$ cat src/hw/rtl/spq_pkg.sv
`timescale 1ns / 1ps
`default_nettype none

package spq_pkg;

  localparam int QUEUE_DEPTH = 64;
  localparam int INDEX_W     = 6;
  localparam int PRIO_W      = 8;
  localparam int COUNT_W     = $clog2(QUEUE_DEPTH + 1);

  // operation codes carried in the input tuser
  localparam logic [1:0] FUNC_INSERT = 2'd0;
  localparam logic [1:0] FUNC_POP    = 2'd1;
  localparam logic [1:0] FUNC_REMOVE = 2'd2;

  typedef struct packed {
    logic [PRIO_W-1:0]  prio;
    logic [INDEX_W-1:0] index;
  } entry_t;

  // per-cell control from the queue controller
  typedef struct packed {
    logic occupied;   // cell holds a live entry
    logic at_tail;    // cell is the first free position
    logic insert_en;  // an insert is applied this cycle
    logic shift_in;   // left neighbor moves in (insert point is further front)
    logic pull;       // right neighbor moves in (pop or gap close)
  } cell_ctl_t;

  typedef struct packed {
    logic [COUNT_W-1:0] count;
    logic               dropped;
    logic               valid;
    logic [INDEX_W-1:0] index;
  } result_t;

endpackage

`default_nettype wire

$ cat src/hw/rtl/sorted_priority_queue.sv
// each accepted input beat writes its result beat into the output register
// one beat per cycle when not stalled; all 64 cells update together in the accepting cycle
// the output register holds a result until taken, input stalls only while it is full
// reset (rst_n low, synchronous) empties the queue and clears the output valid;
// cell contents are left as they are and never read until written
`timescale 1ns / 1ps
`default_nettype none

module sorted_priority_queue (
  input  logic        clk,
  input  logic        rst_n,
  input  logic        in_tvalid,
  output logic        in_tready,
  input  logic [15:0] in_tdata,   // entry_index[5:0], priority_req[13:6], zero pad
  input  logic [1:0]  in_tuser,   // func[1:0]
  output logic        out_tvalid,
  input  logic        out_tready,
  output logic [15:0] out_tdata   // out_index[5:0], out_valid[6], dropped[7],
                                  // queue_count[14:8], zero pad
);
  import spq_pkg::*;

  logic [COUNT_W-1:0]     count_r;
  logic [COUNT_W-1:0]     count_nxt;
  logic                   out_valid_r;
  result_t                res_r;
  result_t                res_nxt;

  entry_t                 new_entry;
  logic [1:0]             func;
  logic                   go;
  logic                   full;
  logic                   empty;
  logic                   found;
  logic                   ins_go;
  logic                   pop_go;
  logic                   rem_go;

  entry_t                 cell_entry [QUEUE_DEPTH];
  cell_ctl_t              cell_ctl   [QUEUE_DEPTH];
  logic [QUEUE_DEPTH-1:0] lower_v;
  logic [QUEUE_DEPTH-1:0] match_v;

  assign func            = in_tuser;
  assign new_entry.index = in_tdata[5:0];
  assign new_entry.prio  = in_tdata[13:6];

  assign in_tready = !out_valid_r || out_tready;
  assign go        = in_tvalid && in_tready;
  assign full      = (count_r == COUNT_W'(QUEUE_DEPTH));
  assign empty     = (count_r == '0);
  assign found     = |match_v;

  assign ins_go = go && (func == FUNC_INSERT) && !full;
  assign pop_go = go && (func == FUNC_POP) && !empty;
  assign rem_go = go && (func == FUNC_REMOVE) && found;

  genvar g;
  generate
    for (g = 0; g < QUEUE_DEPTH; g++) begin : g_cell
      entry_t left_entry;
      entry_t right_entry;

      if (g == 0) begin : g_head
        assign left_entry         = new_entry;
        assign cell_ctl[g].shift_in = 1'b0;
      end else begin : g_body
        assign left_entry         = cell_entry[g-1];
        assign cell_ctl[g].shift_in = lower_v[g-1];
      end

      // last cell pulls in its own stale value; that slot is freed anyway
      if (g == QUEUE_DEPTH - 1) begin : g_tail
        assign right_entry = cell_entry[g];
      end else begin : g_mid
        assign right_entry = cell_entry[g+1];
      end

      assign cell_ctl[g].occupied  = (COUNT_W'(g) < count_r);
      assign cell_ctl[g].at_tail   = (COUNT_W'(g) == count_r);
      assign cell_ctl[g].insert_en = ins_go;
      // every cell at or behind the first match closes the gap
      assign cell_ctl[g].pull      = pop_go || (rem_go && (|match_v[g:0]));

      spq_cell u_cell (
        .clk         (clk),
        .ctl         (cell_ctl[g]),
        .new_entry   (new_entry),
        .left_entry  (left_entry),
        .right_entry (right_entry),
        .entry       (cell_entry[g]),
        .lower       (lower_v[g]),
        .match       (match_v[g])
      );
    end
  endgenerate

  always_comb begin
    count_nxt = count_r;
    if (ins_go) begin
      count_nxt = count_r + COUNT_W'(1);
    end else if (pop_go || rem_go) begin
      count_nxt = count_r - COUNT_W'(1);
    end
  end

  always_comb begin
    res_nxt.index   = pop_go ? cell_entry[0].index : '0;
    res_nxt.valid   = pop_go || rem_go;
    res_nxt.dropped = (func == FUNC_INSERT) && full;
    res_nxt.count   = count_nxt;
  end

  always_ff @(posedge clk) begin
    if (!rst_n) begin
      count_r     <= '0;
      out_valid_r <= 1'b0;
    end else begin
      if (go) begin
        count_r <= count_nxt;
      end
      out_valid_r <= go || (out_valid_r && !out_tready);
    end
  end

  always_ff @(posedge clk) begin
    if (go) begin
      res_r <= res_nxt;
    end
  end

  assign out_tvalid = out_valid_r;
  assign out_tdata  = {1'b0, res_r};

`ifndef SYNTHESIS
  a_count_bound: assert property (@(posedge clk) disable iff (!rst_n)
    count_r <= COUNT_W'(QUEUE_DEPTH))
    else $error("queue count above depth");

  a_full_drop: assert property (@(posedge clk) disable iff (!rst_n)
    (go && (func == FUNC_INSERT) && full) |=> (res_r.dropped && (count_r == $past(count_r))))
    else $error("insert into full queue not dropped");

  a_pop_count: assert property (@(posedge clk) disable iff (!rst_n)
    pop_go |=> (res_r.valid && (count_r == $past(count_r) - COUNT_W'(1))))
    else $error("pop did not shrink the queue");

  a_head_order: assert property (@(posedge clk) disable iff (!rst_n)
    (count_r >= COUNT_W'(2)) |->
      ($signed(cell_entry[0].prio) >= $signed(cell_entry[1].prio)))
    else $error("front cells out of priority order");
`endif

endmodule

`default_nettype wire

$ cat src/hw/rtl/spq_cell.sv
`timescale 1ns / 1ps
`default_nettype none

module spq_cell (
  input  logic               clk,
  input  spq_pkg::cell_ctl_t ctl,
  input  spq_pkg::entry_t    new_entry,
  input  spq_pkg::entry_t    left_entry,
  input  spq_pkg::entry_t    right_entry,
  output spq_pkg::entry_t    entry,
  output logic               lower,
  output logic               match
);
  import spq_pkg::*;

  entry_t entry_r;
  entry_t entry_nxt;

  // held entry is served after the new one
  assign lower = ctl.occupied && ($signed(entry_r.prio) < $signed(new_entry.prio));
  assign match = ctl.occupied && (entry_r.index == new_entry.index);

  always_comb begin
    entry_nxt = entry_r;
    if (ctl.insert_en) begin
      if (ctl.shift_in) begin
        entry_nxt = left_entry;
      end else if (lower || ctl.at_tail) begin
        entry_nxt = new_entry;
      end
    end else if (ctl.pull) begin
      entry_nxt = right_entry;
    end
  end

  always_ff @(posedge clk) begin
    entry_r <= entry_nxt;
  end

  assign entry = entry_r;

endmodule

`default_nettype wire
$ cat config.mk
export PLATFORM = sky130hd
export DESIGN_NAME = sorted_priority_queue
export DESIGN_NICKNAME = d
export VERILOG_FILES = /design/src/hw/rtl/spq_pkg.sv /design/src/hw/rtl/sorted_priority_queue.sv /design/src/hw/rtl/spq_cell.sv
export SDC_FILE = /design/constraint.sdc
export NUM_CORES = 2
export LEC_CHECK = 0
export ABC_AREA = 1
export BUFFER_PORTS_ARGS = -buffer_cell sky130_fd_sc_hd__buf_4
export CORE_UTILIZATION = 50
export DETAILED_ROUTE_END_ITERATION = 10
export GPL_TIMING_DRIVEN = 0
export HOLD_SLACK_MARGIN = 0.02
export PLACE_DENSITY = 0.65
export SLEW_MARGIN = 20
export SYNTH_ARGS = -nofsm -noshare
export SYNTH_HDL_FRONTEND = slang
export SYNTH_SLANG_ARGS = --single-unit
$ cat constraint.sdc
create_clock -name clk -period 6.6 [get_ports clk]
set_clock_uncertainty 0.2 [all_clocks]
set_input_delay 0.66 -clock clk [delete_from_list [all_inputs] [get_ports clk]]
set_output_delay 0.66 -clock clk [all_outputs]
set_load 0.1 [all_outputs]
Word-level counts from Yosys, hierarchy flattened
Cells that the tools add are included.
Storage, ports and cells
  register bits: 919
  bits in latches: 0
  bits in writable memories: 0
  bits in read-only memories: 0
  bits of input ports: 22
  word-level logic and storage cells: 1239
  memories kept: 0
Operators by class
  $add $sub $neg: 2
  multipliers: 0
  div/mod/pow operators: 0
  magnitude comparators: 128
  eq/ne operators: 193
  shift operators: 0
  muxes and demuxes: 255
  bitwise operators: 0
  reductions and logical operators: 527
Operators by type and width (count)
  14-bit 2-to-1 mux: 253
  8-bit < comparator: 64
  6-bit == test: 64
  6-bit by 7-bit == test with 1-bit output (first input constant): 32
  6-bit by 7-bit < comparator with 1-bit output (first input constant): 32
  1-bit logical AND: 200
  3-bit by 1-bit != test with 1-bit output (second input constant): 62
  1-bit logical OR: 130
  2-bit AND reduction: 64
  2-bit nonzero test: 64
  5-bit by 7-bit == test with 1-bit output (first input constant): 16
  5-bit by 7-bit < comparator with 1-bit output (first input constant): 16
  64-bit OR reduction: 1
  63-bit OR reduction: 1
  62-bit OR reduction: 1
  61-bit OR reduction: 1
  60-bit OR reduction: 1
  59-bit OR reduction: 1
  58-bit OR reduction: 1
  57-bit OR reduction: 1
  4-bit by 7-bit == test with 1-bit output (first input constant): 8
  4-bit by 7-bit < comparator with 1-bit output (first input constant): 8
  56-bit OR reduction: 1
  55-bit OR reduction: 1
  other kinds (69): 82

Depth between registers and ports, before layout
  word-level depth: 9
  gate-level depth with buffers: 21

By module
From an unflattened synthesis, not the netlist that was laid out.
Unflattened totals
  cells, all modules: 8490
  area, all modules: 67727.5 um2
Modules (own cells, without submodules)
  spq_cell: instances 64, cells each 124, area an instance 1009.7 um2, seq. area each 420.4 um2
  sorted_priority_queue: instances 1, cells each 554, area an instance 3105.5 um2, seq. area each 610.6 um2

Worst setup path before layout
OpenSTA, ideal clock, no wires.
  kind: input-to-reg
  start: in in_tdata[7]
  end: reg g_cell[18].u_cell.entry_r, in the netlist g_cell[18].u_cell.entry[0], enable pin
  setup time: 0.403 ns
  data arrival time: 5.123 ns
  data required time: 5.997 ns
  slack: 0.875 ns
  cell stages on the path: 15
  path buffers: 2
  path through: clkinv_1 -> clkbuf_1 -> ha_1 -> o21ai_0 -> nand2_1 -> nand3_1 -> nand2_1 -> a31oi_1 -> o21ai_0 -> nand2_1 -> nand2_1 -> inv_1 -> buf_1 -> nor3_1 -> nor3_1
On the way
  longest elaborated chain between the ends: 5
Ends and longest elaborated chain
  from (decl): RTL line sorted_priority_queue.sv:14  | input logic [15:0] in_tdata,
  8-bit < comparator: RTL line spq_cell.sv:20  | assign lower = ctl.occupied && ($signed(entry_r.prio) < $signed(new_entry.prio));
  1-bit logical AND: RTL line spq_cell.sv:20
  1-bit logical OR: RTL line spq_cell.sv:28  | end else if (lower || ctl.at_tail) begin
  3-bit by 1-bit != test with 1-bit output (no source line) *
  2-bit AND reduction (no source line) *
  to (signal assigned): RTL line spq_cell.sv:37  | entry_r <= entry_nxt;
  to (decl): RTL line spq_cell.sv:16  | entry_t entry_r;
Mark *: on every way between the ends. The rest lies on a longest branch, timed or not.
A chain may end at the register's enable or synchronous reset.

Worst setup path in the final report
  start: reg count_r[0]
  end: reg g_cell[13].u_cell.entry_r, in the netlist g_cell[13].u_cell.entry[11], enable pin
On the way
  longest elaborated chain between the ends: 8
Ends and longest elaborated chain
  from (decl): RTL line sorted_priority_queue.sv:23  | logic [COUNT_W-1:0] count_r;
  from (signal assigned): RTL line sorted_priority_queue.sv:120  | count_r <= count_nxt;
  1-bit by 7-bit < comparator with 1-bit output, or another cell as far along: RTL line sorted_priority_queue.sv:79  | assign cell_ctl[g].occupied = (COUNT_W'(g) < count_r);
  1-bit logical AND: RTL line spq_cell.sv:21  | assign match = ctl.occupied && (entry_r.index == new_entry.index);
  64-bit OR reduction
  1-bit logical AND: RTL line sorted_priority_queue.sv:56  | assign rem_go = go && (func == FUNC_REMOVE) && found;
  1-bit logical AND: RTL line sorted_priority_queue.sv:83  | assign cell_ctl[g].pull = pop_go || (rem_go && (|match_v[g:0]));
  1-bit logical OR: RTL line sorted_priority_queue.sv:83
  2-bit nonzero test (no source line)
  2-bit AND reduction (no source line) *
  to (signal assigned): RTL line spq_cell.sv:37
  to (decl): RTL line spq_cell.sv:16
Marks and branches as above.

==> impl_metrics.toml <==
[status]
outcome = "finished, final reports clean"

[clock_tree]
root_buffer = "clkbuf_16"
tritoncts = "built"
hold_buffers = 3
clk_latency_ns = 0.77
postCtsSetupBuffers = 0
ctsHtreeMaxLevel = 3
cts.reportedPaths.clkPinSlew_ns = 0.07
cts_resized = 0
clockBufferDepth = 3
cts.sinks = 919
cts_buffers = 110

[power_and_ir_drop]
p_sw_uw = 6970
power.share.clock = 0.349
seq_power_share = 0.391
leakage_uw = 0.0302
vdd.ir_drop.worst_v = 0.000271
power-per-cell-area_nw_per_um2 = 267
intPower_uw = 12100
swShare = 0.365
combinationalPowerShare = 0.261

[synthesis]
yosys_most_used_dff = "edfxtp_1"
synth_cells = 8071
ys_seq_area_frac = 0.432
synth.distinct_cells = 48
avgSynthCellArea_sq_um = 7.90
synth_top_area_share = 0.429
async_reset_ff_frac = 0
synth_area_leaders = "edfxtp_1 43%, nand2_1 12%, o21ai_0 12%"
ys_seq_elements = 919
post-synth-top-count-cell = "nand2_1"
synth_area_sq_um = 63800
synth_top_area_cell = "edfxtp_1"
synth_edf_count = 911
yosys_warnings = 0
syn_nets = 8546
synth_common_cells = "1999 x nand2_1, 1472 x o21ai_0, 911 x edfxtp_1, 842 x a21oi_1, 591 x nor2_1"

[critical_path]
required_ns = 6.78
critical_path.max_stage_delay_ns = 0.77
cp_cell_sequence = "buf_2 > inv_1 > ha_1 > inv_1 > nor2_2 > inv_1 > nor2_1 > inv_1 > nor2_1 > inv_1 > nand4_1 > buf_2 > clkbuf_1 > buf_2 > nor2_1 > a21oi_2"
critical_path_buf_inv_count = 9
cp_slowest_cell = "a21oi_2"
cp_common_cell = "inv_1"
cp_top_family = "buffers and inverters"
worst_setup_path_end_kind = "flip-flop"
rrSetupSlack_ns = 0.44
r2r_start = "count_r[0]"
arrival_ns = 6.34
path_class = "reg -> reg"
r2r_end = "g_cell[13].u_cell.entry[11]"
ff2ff_path_depth = 16
cp_max_fo = 14
start_kind = "flip-flop"

[grt]
antenna_found_initial = 29
grt.total_usage = 0.469
grt_start_max_net_pins = 37
grt_pass1_wl_um = 435000
grt_overflow = 0
grt_pass1_vias = 60589

[hold_path]
min_path_cells = 2
hp-start = "in_tuser[1]"
hold_class = "in -> reg"
min_to = "out_tdata[7]"

[place]
io_buffers = 32
dp.cells = 9815
post-place-ws_ns = 0.605
dp_hpwl_um = 229000
place.gp.congestion = 1.07

[sta]
period_minus_slack_ns = 6.16
rsz0062_at_grt = "no"
clock.fmax_mhz = 162
fin_crit_sh = 0.933
tightest_slew_ns = 1.37
hold_viol = 0
finalSetupViolCount = 0
relSlewSlack = 0.0862
setup_ws_ns = 0.440
drv_slew = 0

[floorplanning]
initial_core_util = 0.506
die_w_um = 359
core_area_sq_um = 126000
die_h_um = 359
rows = 130
design.die.area_sq_um = 129000
num_io_pins = 40

[route]
top_layer_used = "met5"
wl_met2_um = 128000
drcViolationCount = 0
num_vias = 66388
drt_iter0_drc = 10940
via_per_inst = 6.61
route.met3.wl_um = 45300
wl_met1_um = 115000
drt-pass1-iter-count = 6
antenna_left = 0
wire_per_inst_um = 31.1
wl_um = 312000

[finish]
layout.cells.non_filler = 10044
syn2layout_area_growth_pct = 11.8
layout.nets = 8755
drive_gt1_frac = 0.0731

[flow_run]
maxCapViolCount = 0
placed cells by master (no fill, tap or decap), drive strengths merged, types with 18 or more instances in the layout:
cell	instances
inv	490
clkbuf	500
buf	278
xor2	77
nor3	23
a21oi	843
ha	453
o211ai	63
clkinv	54
nand4	119
o22ai	23
nand3	157
a21boi	31
a31oi	24
xnor2	72
bufinv	18
nor2	605
o21a	20
edfxtp	911
o21ai	1532
diode	22
nand2	2012
flip-flops by register name, indices dropped and copies added (netlist names):
register             count
g_cell.u_cell.entry    896
out_tdata               15
count_r                  7
out_tvalid               1
cell families after synthesis:
kind of cell,Yosys count,synth area share
compound gates,2565,0.208
xor+xnor,149,0.0206
fa+ha+maj,453,0.0889
buf+inv,1046,0.0664
flops,919,0.432
other cells,1,0.0000588
simple gates,2938,0.184
per-layer routing:
layer	track usage	up-vias
li1	-	28419
met1	0.608	31580
met2	0.677	5264
met3	0.140	1109
met4	0.309	16
met5	0	-
final cells by class:
type,instances,area [sq um]
fill,11839,54800
multi-input combinational,6106,32300
sequential,919,27500
clock buffer,133,2890
buffer,551,2480
tap,1650,2060
inverter,495,1860
timing repair buffer,97,1240
clock inverter,71,882
antenna,22,55.1
how the worst max path moves through the flow:
stage                      start                           to  cells past startpoint
global placement    in_tdata[11]   g_cell[18].u_cell.entry[9]                     13
floorplan            in_tdata[7]   g_cell[18].u_cell.entry[0]                     15
global route          count_r[0]   g_cell[11].u_cell.entry[6]                     16
finish                count_r[0]  g_cell[13].u_cell.entry[11]                     16
detailed placement   in_tdata[9]    g_cell[8].u_cell.entry[9]                     16
CTS                   count_r[0]  g_cell[63].u_cell.entry[10]                     18
power by group through the flow:
stage / sequential (uW) / clock [uW] / combinational (uW)
after global routing: 7480 / 6780 / 5190
after detailed placement: 7540 / 0 / 4680
after floorplan: 7470 / 0 / 2660
after CTS: 7430 / 6580 / 4710
after global placement: 7560 / 0 / 4450
final: 7450 / 6650 / 4970
per-stage QoR:
| step | hold WS (ns) | util | setup TNS (ns) | power (uW) | cell area (sq um) |
|---|---|---|---|---|---|
| after global placement | 0.298 | 0.524 | -4625.30 | 12000 | 66100 |
| after global routing | 0.0700 | 0.565 | 0 | 19400 | 71200 |
| final | 0.0734 | 0.565 | 0 | 19100 | 71300 |
| after detailed placement | 0.313 | 0.535 | 0 | 12200 | 67400 |
| after floorplan | 0.315 | - | 0 | 10100 | 63800 |
| after CTS | 0.0404 | 0.565 | 0 | 18700 | 71200 |
No activity file was read; power rests on OpenSTA's default activity.
